## config.mk

```make
export PLATFORM = sky130hd
export DESIGN_NAME = lbvc_div
export DESIGN_NICKNAME = d
export VERILOG_FILES = /design/src/hw/rtl/lbvc_pkg.sv /design/src/hw/rtl/lbvc_div.sv
export SDC_FILE = /design/constraint.sdc
export NUM_CORES = 1
export LEC_CHECK = 0
export BUFFER_PORTS_ARGS = -buffer_cell sky130_fd_sc_hd__buf_4
export CAP_MARGIN = 20
export CORE_MARGIN = 2
export CORE_UTILIZATION = 50
export CTS_BUF_LIST = sky130_fd_sc_hd__clkbuf_8
export DETAILED_ROUTE_END_ITERATION = 16
export PLACE_DENSITY = 0.77
export SYNTH_ARGS = -nofsm -noshare
export SYNTH_HDL_FRONTEND = slang
export SYNTH_SLANG_ARGS = --single-unit
export TNS_END_PERCENT = 100
```

## constraint.sdc

```tcl
create_clock -name clk_i -period 2 [get_ports clk_i]
set_input_delay 0.3 -clock clk_i [delete_from_list [all_inputs] [get_ports clk_i]]
set_output_delay 0.3 -clock clk_i [all_outputs]
set_load 0.02 [all_outputs]
```

## src/hw/rtl/lbvc_pkg.sv

```systemverilog
// Shared types and constants of the load-based voice count governor.
`default_nettype none

package lbvc_pkg;

  // Field and datapath widths
  localparam int unsigned LOAD_W     = 7;   // saturated load, percent
  localparam int unsigned USAGE_W    = 8;   // raw measured load
  localparam int unsigned CNT_W      = 11;  // voice counts
  localparam int unsigned HIST_LEN   = 64;  // entries per history row
  localparam int unsigned HIST_IDX_W = $clog2(HIST_LEN);
  localparam int unsigned SUM_W      = LOAD_W + HIST_IDX_W;
  localparam int unsigned PROD_W     = LOAD_W + CNT_W;
  localparam int unsigned DIV_CNT_W  = $clog2(PROD_W);
  localparam int unsigned SUM_CNT_W  = HIST_IDX_W + 1;

  // Streaming and register port widths
  localparam int unsigned IN_TDATA_W  = 24;
  localparam int unsigned OUT_TDATA_W = 24;
  localparam int unsigned APB_DATA_W  = 32;
  localparam int unsigned APB_ADDR_W  = 3;

  // Defaults and limits
  localparam int unsigned DEF_HISTORY_ROWS = 92;
  localparam logic [LOAD_W-1:0] DEFAULT_LIMIT = LOAD_W'(70);
  localparam logic [LOAD_W-1:0] LOAD_MAX      = LOAD_W'(127);
  localparam logic [CNT_W-1:0]  INIT_COUNT    = CNT_W'(32);
  localparam logic [CNT_W:0]    COUNT_MIN     = (CNT_W+1)'(4);
  localparam logic [CNT_W-1:0]  RESCALE_MIN   = CNT_W'(3);

  // Register indexes
  localparam logic REG_MAX_USAGE  = 1'b0;
  localparam logic REG_INIT_COUNT = 1'b1;

  // History memory request from the sequencer
  typedef struct packed {
    logic                  rd_en;
    logic [HIST_IDX_W-1:0] rd_idx;
    logic                  wr_en;
    logic [HIST_IDX_W-1:0] wr_idx;
    logic [LOAD_W-1:0]     wr_data;
  } mem_req_t;

endpackage

`default_nettype wire

```

## src/hw/rtl/lbvc_div.sv

```systemverilog
// Restoring divider, one quotient bit per cycle.
`default_nettype none

module lbvc_div (
  input  wire logic                          clk_i,
  input  wire logic                          rst_ni,
  input  wire logic                          start_i,
  input  wire logic [lbvc_pkg::PROD_W-1:0]   dividend_i,
  input  wire logic [lbvc_pkg::LOAD_W-1:0]   divisor_i,
  output logic                               busy_o,
  output logic                               done_o,
  output logic      [lbvc_pkg::PROD_W-1:0]   quotient_o
);

  localparam int unsigned PW = lbvc_pkg::PROD_W;
  localparam int unsigned DW = lbvc_pkg::LOAD_W;
  localparam logic [lbvc_pkg::DIV_CNT_W-1:0] LAST = lbvc_pkg::DIV_CNT_W'(PW - 1);

  logic                           busy_q, busy_d;
  logic                           done_q, done_d;
  logic [lbvc_pkg::DIV_CNT_W-1:0] cnt_q, cnt_d;
  logic [DW-1:0]                  rem_q, rem_d;
  logic [DW-1:0]                  dvs_q, dvs_d;
  logic [PW-1:0]                  dq_q, dq_d;
  logic [DW:0]                    trial;
  logic                           fits;

  // Shift in the next dividend bit and try a subtraction
  assign trial = {rem_q, dq_q[PW-1]};
  assign fits  = (trial >= {1'b0, dvs_q});

  always_comb begin
    busy_d = busy_q;
    done_d = 1'b0;
    cnt_d  = cnt_q;
    rem_d  = rem_q;
    dvs_d  = dvs_q;
    dq_d   = dq_q;
    if (start_i && !busy_q) begin
      busy_d = 1'b1;
      cnt_d  = '0;
      rem_d  = '0;
      dvs_d  = divisor_i;
      dq_d   = dividend_i;
    end else if (busy_q) begin
      rem_d = fits ? DW'(trial - {1'b0, dvs_q}) : trial[DW-1:0];
      dq_d  = {dq_q[PW-2:0], fits};
      cnt_d = cnt_q + 1'b1;
      if (cnt_q == LAST) begin
        busy_d = 1'b0;
        done_d = 1'b1;
      end
    end
  end

  always_ff @(posedge clk_i or negedge rst_ni) begin
    if (!rst_ni) begin
      busy_q <= 1'b0;
      done_q <= 1'b0;
      cnt_q  <= '0;
    end else begin
      busy_q <= busy_d;
      done_q <= done_d;
      cnt_q  <= cnt_d;
    end
  end

  always_ff @(posedge clk_i) begin
    rem_q <= rem_d;
    dvs_q <= dvs_d;
    dq_q  <= dq_d;
  end

  assign busy_o     = busy_q;
  assign done_o     = done_q;
  assign quotient_o = dq_q;

endmodule

`default_nettype wire

```

==> results of run 1 <==
worst max-delay path by stage:
stage / slack (ps) / cells after the start / endpoint / from
floorplan: -110 / 8 / rem_q[3] / quotient_o[17]
global placement: 30 / 8 / rem_q[3] / quotient_o[17]
detailed placement: -30 / 8 / rem_q[3] / quotient_o[17]
CTS: -20 / 8 / rem_q[3] / quotient_o[17]
global route: -50 / 8 / rem_q[3] / quotient_o[17]
finish: 10 / 8 / rem_q[3] / quotient_o[17]
metal layers:
metal | up-vias | wire (um)
met3 | 19 | 241
li1 | 742 | -
met4 | 0 | 164
met5 | - | 0
met1 | 711 | 1641
met2 | 58 | 2000
flip-flops by register name, indices dropped and copies added (netlist names):
register	flops
quotient_o	18
dvs_q	7
rem_q	7
busy_o	1
done_o	1
cnt_q	5
logic make-up (layout without fill, tap and decap cells):
kind of cell | after synthesis | in the layout | share of synthesized area, %
simple gates | 48 | 48 | 11.88
flops | 39 | 39 | 53.55
compound gates | 27 | 27 | 10.94
mux | 20 | 20 | 11.19
buf+inv | 18 | 83 | 3.583
fa+ha+maj | 10 | 10 | 6.663
xor+xnor | 5 | 5 | 2.200
Yosys cell counts (all sizes together) (4+ instances only):
cell type,number,share of area [%]
dfxtp,7,7.0
nor2,11,2.1
ha,9,5.7
edfxtp,25,38
dfrtp,7,8.8
mux2,18,10
nand2,16,3.1
nand3,4,1.0
inv,13,2.5
o21ai,7,1.9
nand4,5,1.6
layout by cell type, fill, tap and decap left out, types with 4 or more instances in the layout:
| master | n |
|---|---|
| ha_1 | 8 |
| edfxtp_1 | 25 |
| dfrtp_1 | 7 |
| dfxtp_1 | 7 |
| clkbuf_8 | 5 |
| mux2_2 | 11 |
| inv_1 | 14 |
| mux2_1 | 7 |
| nor2_1 | 11 |
| o21ai_0 | 6 |
| nand3_1 | 4 |
| nand2_1 | 15 |
| buf_4 | 60 |
| nand4_1 | 5 |
timing repair:
item | 4_1_cts | 5_1_grt
cloned | 0 | 0
setup endpoints to repair | 1 | 5
endpoints found under the hold margin | 7 | 0
buffers inserted | 3 | 4
pin swaps | 1 | 0
hold buffers | 1 | 0
gates resized for setup | 0 | 1
worst max-delay path: cells and delay by family (launching register included):
family                   cells  cell delay [ps]
AND/OR/NAND/NOR              1              150
buffers and inverters        1               50
flip-flops                   1              350
AO/OA/AOI/OAI                4              830
adder cells (fa/ha/maj)      2              530
power breakdown:
group	total (mW)	leakage (nW)	switching (mW)	internal (mW)
Sequential	1.53	0.389	0.236	1.29
Clock	0.510	0.0453	0.272	0.238
Combinational	2.30	0.670	1.17	1.13
Total	4.34	1.10	1.68	2.66
area by class of cell:
cell class	count	area [sq um]
fillers	287	1115
flip-flops and latches	39	1066
multi-input cells	110	888.4
repair buffers	62	480.5
clock buffers	5	68.82
well taps	48	60.06
inverters	13	48.80
clock inverters	3	16.27
through the flow:
stage                     instance area (sq um)  hold slack [ps]  power [mW]  setup TNS, ps  setup slack (ps)
final                                      2629            181.1       4.341              0             13.75
after global routing                       2629            167.2       4.641         -120.7            -52.49
after CTS                                  2591            172.5       4.267         -15.95            -15.95
after detailed placement                   2474            119.7       3.703         -31.36            -31.36
after global placement                     2474            111.8       3.580              0             31.76
after floorplan                            2016            4.409       2.976         -132.2            -107.2
==> results.cfg, run 1 <==
[floorplan]
die_h_um = 67.10
die_x_um = 67.10
start_util_pct = 53.18
die_area_sq_um = 4502
core_area_sq_um = 3744
io_pins = 48
std_cell_rows = 22

[worst_setup_path]
cp_max_fo = 4
r2r_end = rem_q[3]
cp-start-kind = flip-flop
critical_path.max_stage_delay_ps = 370
crit_type = flip-flop to flip-flop
cp.required_ps = 2220
path_cells = inv_1 -> ha_2 -> fa_2 -> nand2b_4 -> o2bb2ai_4 -> a31o_4 -> a2111o_1 -> o211ai_2
end_kind = flip-flop
reg2reg_slack_ps = 10
arrival_ps = 2210
cp_slowest_cell = a2111o_1
worstRegToRegCells = 8
r2r-start = quotient_o[17]

[pwr]
powerDensity_nw_per_um2 = 1651
ir_drop_v = 0.0008150
p_leak_nw = 1.104

[sta]
period_minus_slack_ps = 1986
finalHoldViolations = 0
tightestPinTransition_ps = 416.8
relSlewSlack_pct = 72.11
max_freq_mhz = 503.5
final_max_slew_viol_count = 0
rsz0062_at_grt = yes
period_share_pct = 99.31
finalSetupViolations = 0
fin_skew_ps = 4.403

[global_routing]
grtUsageTotal_pct = 20.29
grtUsageMet2_pct = 31.81
use_met3_pct = 7.770
grt_max_degree = 25
grt_pass1_vias = 1543
antenna_found_initial = 0
grtUsageMet1_pct = 23.60
top_usage_layer = met2
globalRoute.totalOverflow = 0
grt_pass1_wl_mm = 6.679

[clock_tree]
cts_root_buf = clkbuf_8
clock_latency_ps = 290
htree_levels = 2
tritoncts = done
clock_path_buffers = 2
cts_inserted_buffers = 5
cts.sink_count = 39
path_clk_slew_ps = 80

[yosys]
syn_area_sq_um = 1991
synth_edf_count = 25
syn_inst = 167
syn_nets = 205
avgSynthCellArea_sq_um = 11.92
ys_ff_latch = 39
seq_area_frac_synth_pct = 53.55
ys.flop_type = edfxtp_1
yosysUniqueCellTypes = 42
yosysWarningCount = 0
async_flop_share_pct = 17.95

[placement]
hpwlAfterDp_mm = 3.063
portBuffers = 47
dp_cells = 264
gp_congestion = 0.8269

[detailed_routing]
vias_per_cell = 5.464
drtPass1Iterations = 4
first_iter_violations = 79
wire_per_inst_um = 14.46
num_vias = 1530
postRouteAntennaNets = 0
wl_mm = 4.048
drc = 0

[flow_run]
maxCapViolations = 0

[worst_hold_path]
hold_depth = 1
worstHoldPathType = primary input to flip-flop
worst_hold_startpoint = divisor_i[0]
whs_endpoint = dvs_q[0]

[run_status]
outcome = finished clean

[layout]
antennaDiodeCount = 0
post-route-util_pct = 70.22
stdcell_count = 280
nNetsFinal = 269
area_growth_pct = 32.06
drive_gt1_share_pct = 39.22
Note: power is estimated with default switching activity, not from simulation.
==> run 2: changes to the inputs <==
--- a/config.mk
+++ b/config.mk
@@ -8,10 +8,11 @@
 export BUFFER_PORTS_ARGS = -buffer_cell sky130_fd_sc_hd__buf_4
 export CAP_MARGIN = 20
 export CORE_MARGIN = 2
-export CORE_UTILIZATION = 50
+export CORE_UTILIZATION = 40
 export CTS_BUF_LIST = sky130_fd_sc_hd__clkbuf_8
 export DETAILED_ROUTE_END_ITERATION = 16
-export PLACE_DENSITY = 0.77
+export PLACE_DENSITY = 0.64
+export SETUP_SLACK_MARGIN = 0.05
 export SYNTH_ARGS = -nofsm -noshare
 export SYNTH_HDL_FRONTEND = slang
 export SYNTH_SLANG_ARGS = --single-unit
==> results.cfg, run 2 (synthesis results as in run 1) <==
[detailed_routing]
drc = 0
wirelength_met1_mm = 1.803
num_vias = 1447
first_iter_violations = 57
wl_mm = 4.054
vias_per_cell = 4.872
top_layer = met4
wire_per_inst_um = 13.65
wl_met2_mm = 1.952
postRouteAntennaNets = 0
route.met3.wl_um = 223
drtPass1Iterations = 4

[global_routing]
globalRoute.totalOverflow = 0
antenna_found_initial = 0
grt_pass1_wl_mm = 6.568
grt_max_degree = 23
grt_pass1_vias = 1403
grtUsageTotal_pct = 16.18

[floorplan]
die_x_um = 74.55
die_h_um = 74.55
die_area_sq_um = 5557
start_util_pct = 41.87
io_pins = 48
core_area_sq_um = 4755
std_cell_rows = 25

[placement]
dp_slack_ps = 11.32
hpwlAfterDp_mm = 3.058
dpl_cell_area_sq_um = 2512
gp_congestion = 0.7545
portBuffers = 47

[sta]
max_freq_mhz = 505.1
tightestPinTransition_ps = 352.7
finalSetupViolations = 0
final_max_slew_viol_count = 0
relSlewSlack_pct = 76.19
layout_setup_ws_ps = 20.01
finalHoldViolations = 0
whs_ps = 184.6
rsz0062_at_grt = yes
period_minus_slack_ps = 1980
period_share_pct = 99.00
fin_skew_ps = 3.609

[pwr]
pwr-share-comb_pct = 52.4
p_leak_nw = 1.092
p_switching_mw = 1.645
sw_frac_of_total_pct = 38.52
internal-power_mw = 2.626
clkPwrFrac_pct = 11.8
p_seq_share_pct = 35.8
ir_drop_v = 0.0008299
powerDensity_nw_per_um2 = 1620
total_power_mw = 4.272

[layout]
layout_common_cells = buf_4, edfxtp_1, nand2_1, inv_1
largest_reg_flops = 18
antennaDiodeCount = 0
postLayoutCellArea_sq_um = 2638
final_common_cell = buf_4
area_growth_pct = 32.50
fillers = 446
nNetsFinal = 267
drive_gt1_share_pct = 37.83

[worst_hold_path]
worstHoldPathType = primary input to flip-flop

[worst_setup_path]
reg2reg_slack_ps = 20
arrival_ps = 2200
cp_slowest_cell = a2111o_1
end_kind = flip-flop
cp_max_fo = 4
path_cells = inv_1 -> ha_2 -> fa_2 -> nand2b_4 -> o2bb2ai_4 -> a31o_4 -> a2111o_1 -> o211ai_2
cp.required_ps = 2220
crit_type = flip-flop to flip-flop
cp-start-kind = flip-flop
critical_path_buf_inv_count = 1
crit_family = compound AO/OA/AOI/OAI gates
critical_path.max_stage_delay_ps = 370

[clock_tree]
cts_inserted_buffers = 5
path_clk_slew_ps = 70
clock_latency_ps = 290
cts_root_buf = clkbuf_8
htree_levels = 2
tritoncts = done
cts.sink_count = 39
clock_path_buffers = 2

[flow_run]
maxCapViolations = 0

[run_status]
outcome = finished clean
-- run 2: power groups by stage --
stage / Clock [mW] / Sequential (mW) / Combinational, mW
final: 0.503 / 1.53 / 2.24
after CTS: 0.521 / 1.53 / 2.23
after floorplan: 0 / 1.75 / 1.23
after detailed placement: 0 / 1.54 / 2.19
after global routing: 0.554 / 1.58 / 2.45
after global placement: 0 / 1.54 / 2.16
-- run 2: per-layer routing --
metal  track usage, %  up-vias
met2            25.07       31
li1                 -      738
met5                0        -
met4            7.143        0
met3            5.285        7
met1            20.76      671
-- run 2: through the flow --
stage	cells	TNS, ps	utilization, %
2_1_floorplan	167	-132.2	-
6_report	297	0	55.47
3_3_place_gp	285	0	52.84
4_1_cts	297	-15.20	55.21
3_5_place_dp	285	0	52.84
5_1_grt	297	-27.69	55.47
-- run 2: worst register-to-register path, delay by kind of cell (launching register included) --
kind | cells | cell delay [ps]
AOI/OAI and AO/OA | 4 | 860
adders and majority gates | 2 | 510
DFF | 1 | 340
and+or+nand+nor | 1 | 160
buffers and inverters | 1 | 50
-- run 2: repair_timing --
action                     CTS  global route
resized for setup            0             2
hold buffers                 1             0
buffers inserted             3             0
pin swaps                    2             7
hold endpoints to repair     7             0
setup endpoints to repair    3             8
-- run 2: area by class of cell --
class | count | area [sq um] | area share (%)
clock buffers | 5 | 68.82 | 2.609
clock inverters | 3 | 11.26 | 0.4269
inverters | 13 | 48.80 | 1.850
multi-input cells | 110 | 893.4 | 33.87
flip-flops and latches | 39 | 1066 | 40.42
well taps | 67 | 83.83 | 3.178
repair buffers | 60 | 465.4 | 17.65
-- run 2: path summary, 6_finish.rpt --
kind / start / endpoint / depth (start not counted)
setup / recovery: quotient_o[17] / rem_q[3] / 8
hold / removal: divisor_i[0] / dvs_q[0] / 1
setup reg to reg: quotient_o[17] / rem_q[3] / 8
hold reg to reg: rem_q[6] / rem_q[6] / 2
max in group asynchronous: rst_ni / busy_o / 2
min in group asynchronous: rst_ni / cnt_q[3] / 2
==> run 3: changes to the inputs <==
--- a/config.mk
+++ b/config.mk
@@ -7,6 +7,7 @@
 export LEC_CHECK = 0
 export BUFFER_PORTS_ARGS = -buffer_cell sky130_fd_sc_hd__buf_4
 export CAP_MARGIN = 20
+export CORE_ASPECT_RATIO = 0.75
 export CORE_MARGIN = 2
 export CORE_UTILIZATION = 40
 export CTS_BUF_LIST = sky130_fd_sc_hd__clkbuf_8
==> results.cfg, run 3 (synthesis results as in run 1) <==
[pwr]
p_leak_nw = 1.114
p_seq_share_pct = 33.9
powerDensity_nw_per_um2 = 1698
internal-power_mw = 2.873
pwr-share-comb_pct = 49.2
clkPwrFrac_pct = 16.9
sw_frac_of_total_pct = 36.32
ir_drop_v = 0.0009121
p_switching_mw = 1.638
total_power_mw = 4.511

[layout]
drive_gt1_share_pct = 38.26
ff_latch_area_sq_um = 1066
largest_reg_flops = 18
final_common_cell = buf_4
multi_input_area_sq_um = 880.8
antennaDiodeCount = 0
area_growth_pct = 33.44
fillers = 423
postLayoutCellArea_sq_um = 2656
layout_common_cells = buf_4, edfxtp_1, nand2_1, inv_1
nNetsFinal = 267

[sta]
fin_skew_ps = 11.56
layout_setup_ws_ps = 0.9772
finalHoldViolations = 0
rsz0062_at_grt = yes
tightestPinTransition_ps = 366.9
relSlewSlack_pct = 75.23
final_max_slew_viol_count = 0
max_freq_mhz = 500.2
period_share_pct = 99.95
finalSetupViolations = 0
period_minus_slack_ps = 1999

[detailed_routing]
first_iter_violations = 121
drtPass1Iterations = 4
vias_per_cell = 5.117
postRouteAntennaNets = 0
wire_per_inst_um = 13.91
wl_mm = 4.034
drc = 0
num_vias = 1484

[floorplan]
die_area_sq_um = 5563
io_pins = 48
die_x_um = 85.46
start_util_pct = 41.09
die_h_um = 65.10
core_area_sq_um = 4845
std_cell_rows = 22

[global_routing]
antenna_found_initial = 0
globalRoute.totalOverflow = 0
grtUsageTotal_pct = 15.15
grt_max_degree = 26
grt_pass1_vias = 1481
grt_pass1_wl_mm = 6.534

[worst_setup_path]
crit_type = flip-flop to flip-flop
cp-start-kind = flip-flop
critical_path.max_stage_delay_ps = 380
arrival_ps = 2220
path_cells = inv_1 -> ha_2 -> fa_2 -> nand2b_4 -> o2bb2ai_4 -> a31o_4 -> a2111o_1 -> o211ai_2
worstRegToRegCells = 8
end_kind = flip-flop
cp_max_fo = 4
cp.required_ps = 2220
cp_slowest_cell = a2111o_1

[clock_tree]
cts.sink_count = 39
clock_path_buffers = 2
htree_levels = 2
tritoncts = done
clock_latency_ps = 290
cts_inserted_buffers = 5
post_cts_resized = 0
path_clk_slew_ps = 80
cts_root_buf = clkbuf_8

[placement]
portBuffers = 47
gp_congestion = 0.8722
dpl_cell_area_sq_um = 2499
dp_slack_ps = 0.9874
hpwlAfterDp_mm = 2.968

[worst_hold_path]
worstHoldPathType = primary input to flip-flop
hold_depth = 1

[run_status]
outcome = finished clean

[flow_run]
maxCapViolations = 0
run 3: cell types whose count changed in the layout (fill, tap and decap cells not counted), sizes merged:
cell	previous run	this run
bufinv	0	2
clkinv	2	0
run 3: cell type report:
cell class	count	area share, %
tap	60	2.826
timing repair buffer	60	17.05
clock buffer	5	2.591
inverter	13	1.837
sequential	39	40.13
clock inverter	3	2.402
multi-input combinational	110	33.16
run 3: worst max-delay path: cells and delay by family, from the launching register on:
kind / cells / cell delay [ps]
buffers and inverters: 1 / 50
AOI/OAI and AO/OA: 4 / 840
adders and majority gates: 2 / 530
and+or+nand+nor: 1 / 160
DFF: 1 / 350
run 3: metrics by stage:
step	utilization, %	TNS, ps	hold slack [ps]	instances
CTS	54.52	-17.41	184.6	288
global route	54.83	-73.94	177.1	290
floorplan	-	-132.2	4.409	167
finish	54.83	0	192.4	290
global placement	51.58	0	117.3	279
detailed placement	51.58	0	115.4	279
run 3: final timing paths:
| kind | end | start | slack, ps |
|---|---|---|---|
| worst max-delay path | rem_q[3] | quotient_o[17] | 1 |
| worst min-delay path | dvs_q[2] | divisor_i[2] | 190 |
| worst max register to register | rem_q[3] | quotient_o[17] | 1 |
| worst min register to register | rem_q[6] | rem_q[6] | 470 |
| max in group asynchronous | cnt_q[0] | rst_ni | 1530 |
| min in group asynchronous | cnt_q[2] | rst_ni | 350 |
run 3: what timing repair did:
item | 4_1_cts | 5_1_grt
hold buffers | 1 | 0
hold endpoints to repair | 7 | 0
buffers inserted | 0 | 2
pin swaps | 0 | 4
endpoints found under the setup margin | 1 | 6
run 3: power by group through the flow:
| stage | registers (mW) | logic (mW) | clock network [mW] |
|---|---|---|---|
| 2_1_floorplan | 1.75 | 1.23 | 0 |
| 3_3_place_gp | 1.54 | 2.17 | 0 |
| 3_5_place_dp | 1.53 | 2.19 | 0 |
| 4_1_cts | 1.53 | 2.20 | 0.777 |
| 5_1_grt | 1.57 | 2.42 | 0.806 |
| 6_report | 1.53 | 2.22 | 0.763 |
run 3: layer usage:
layer / GRT usage [%] / part of all wire [%] / vias to the layer above
li1: - / - / 739
met5: 0 / 0 / -
met3: 4.271 / 5.2 / 6
met1: 21.43 / 51 / 695
met2: 22.36 / 43 / 44
met4: 5.159 / 1.1 / 0
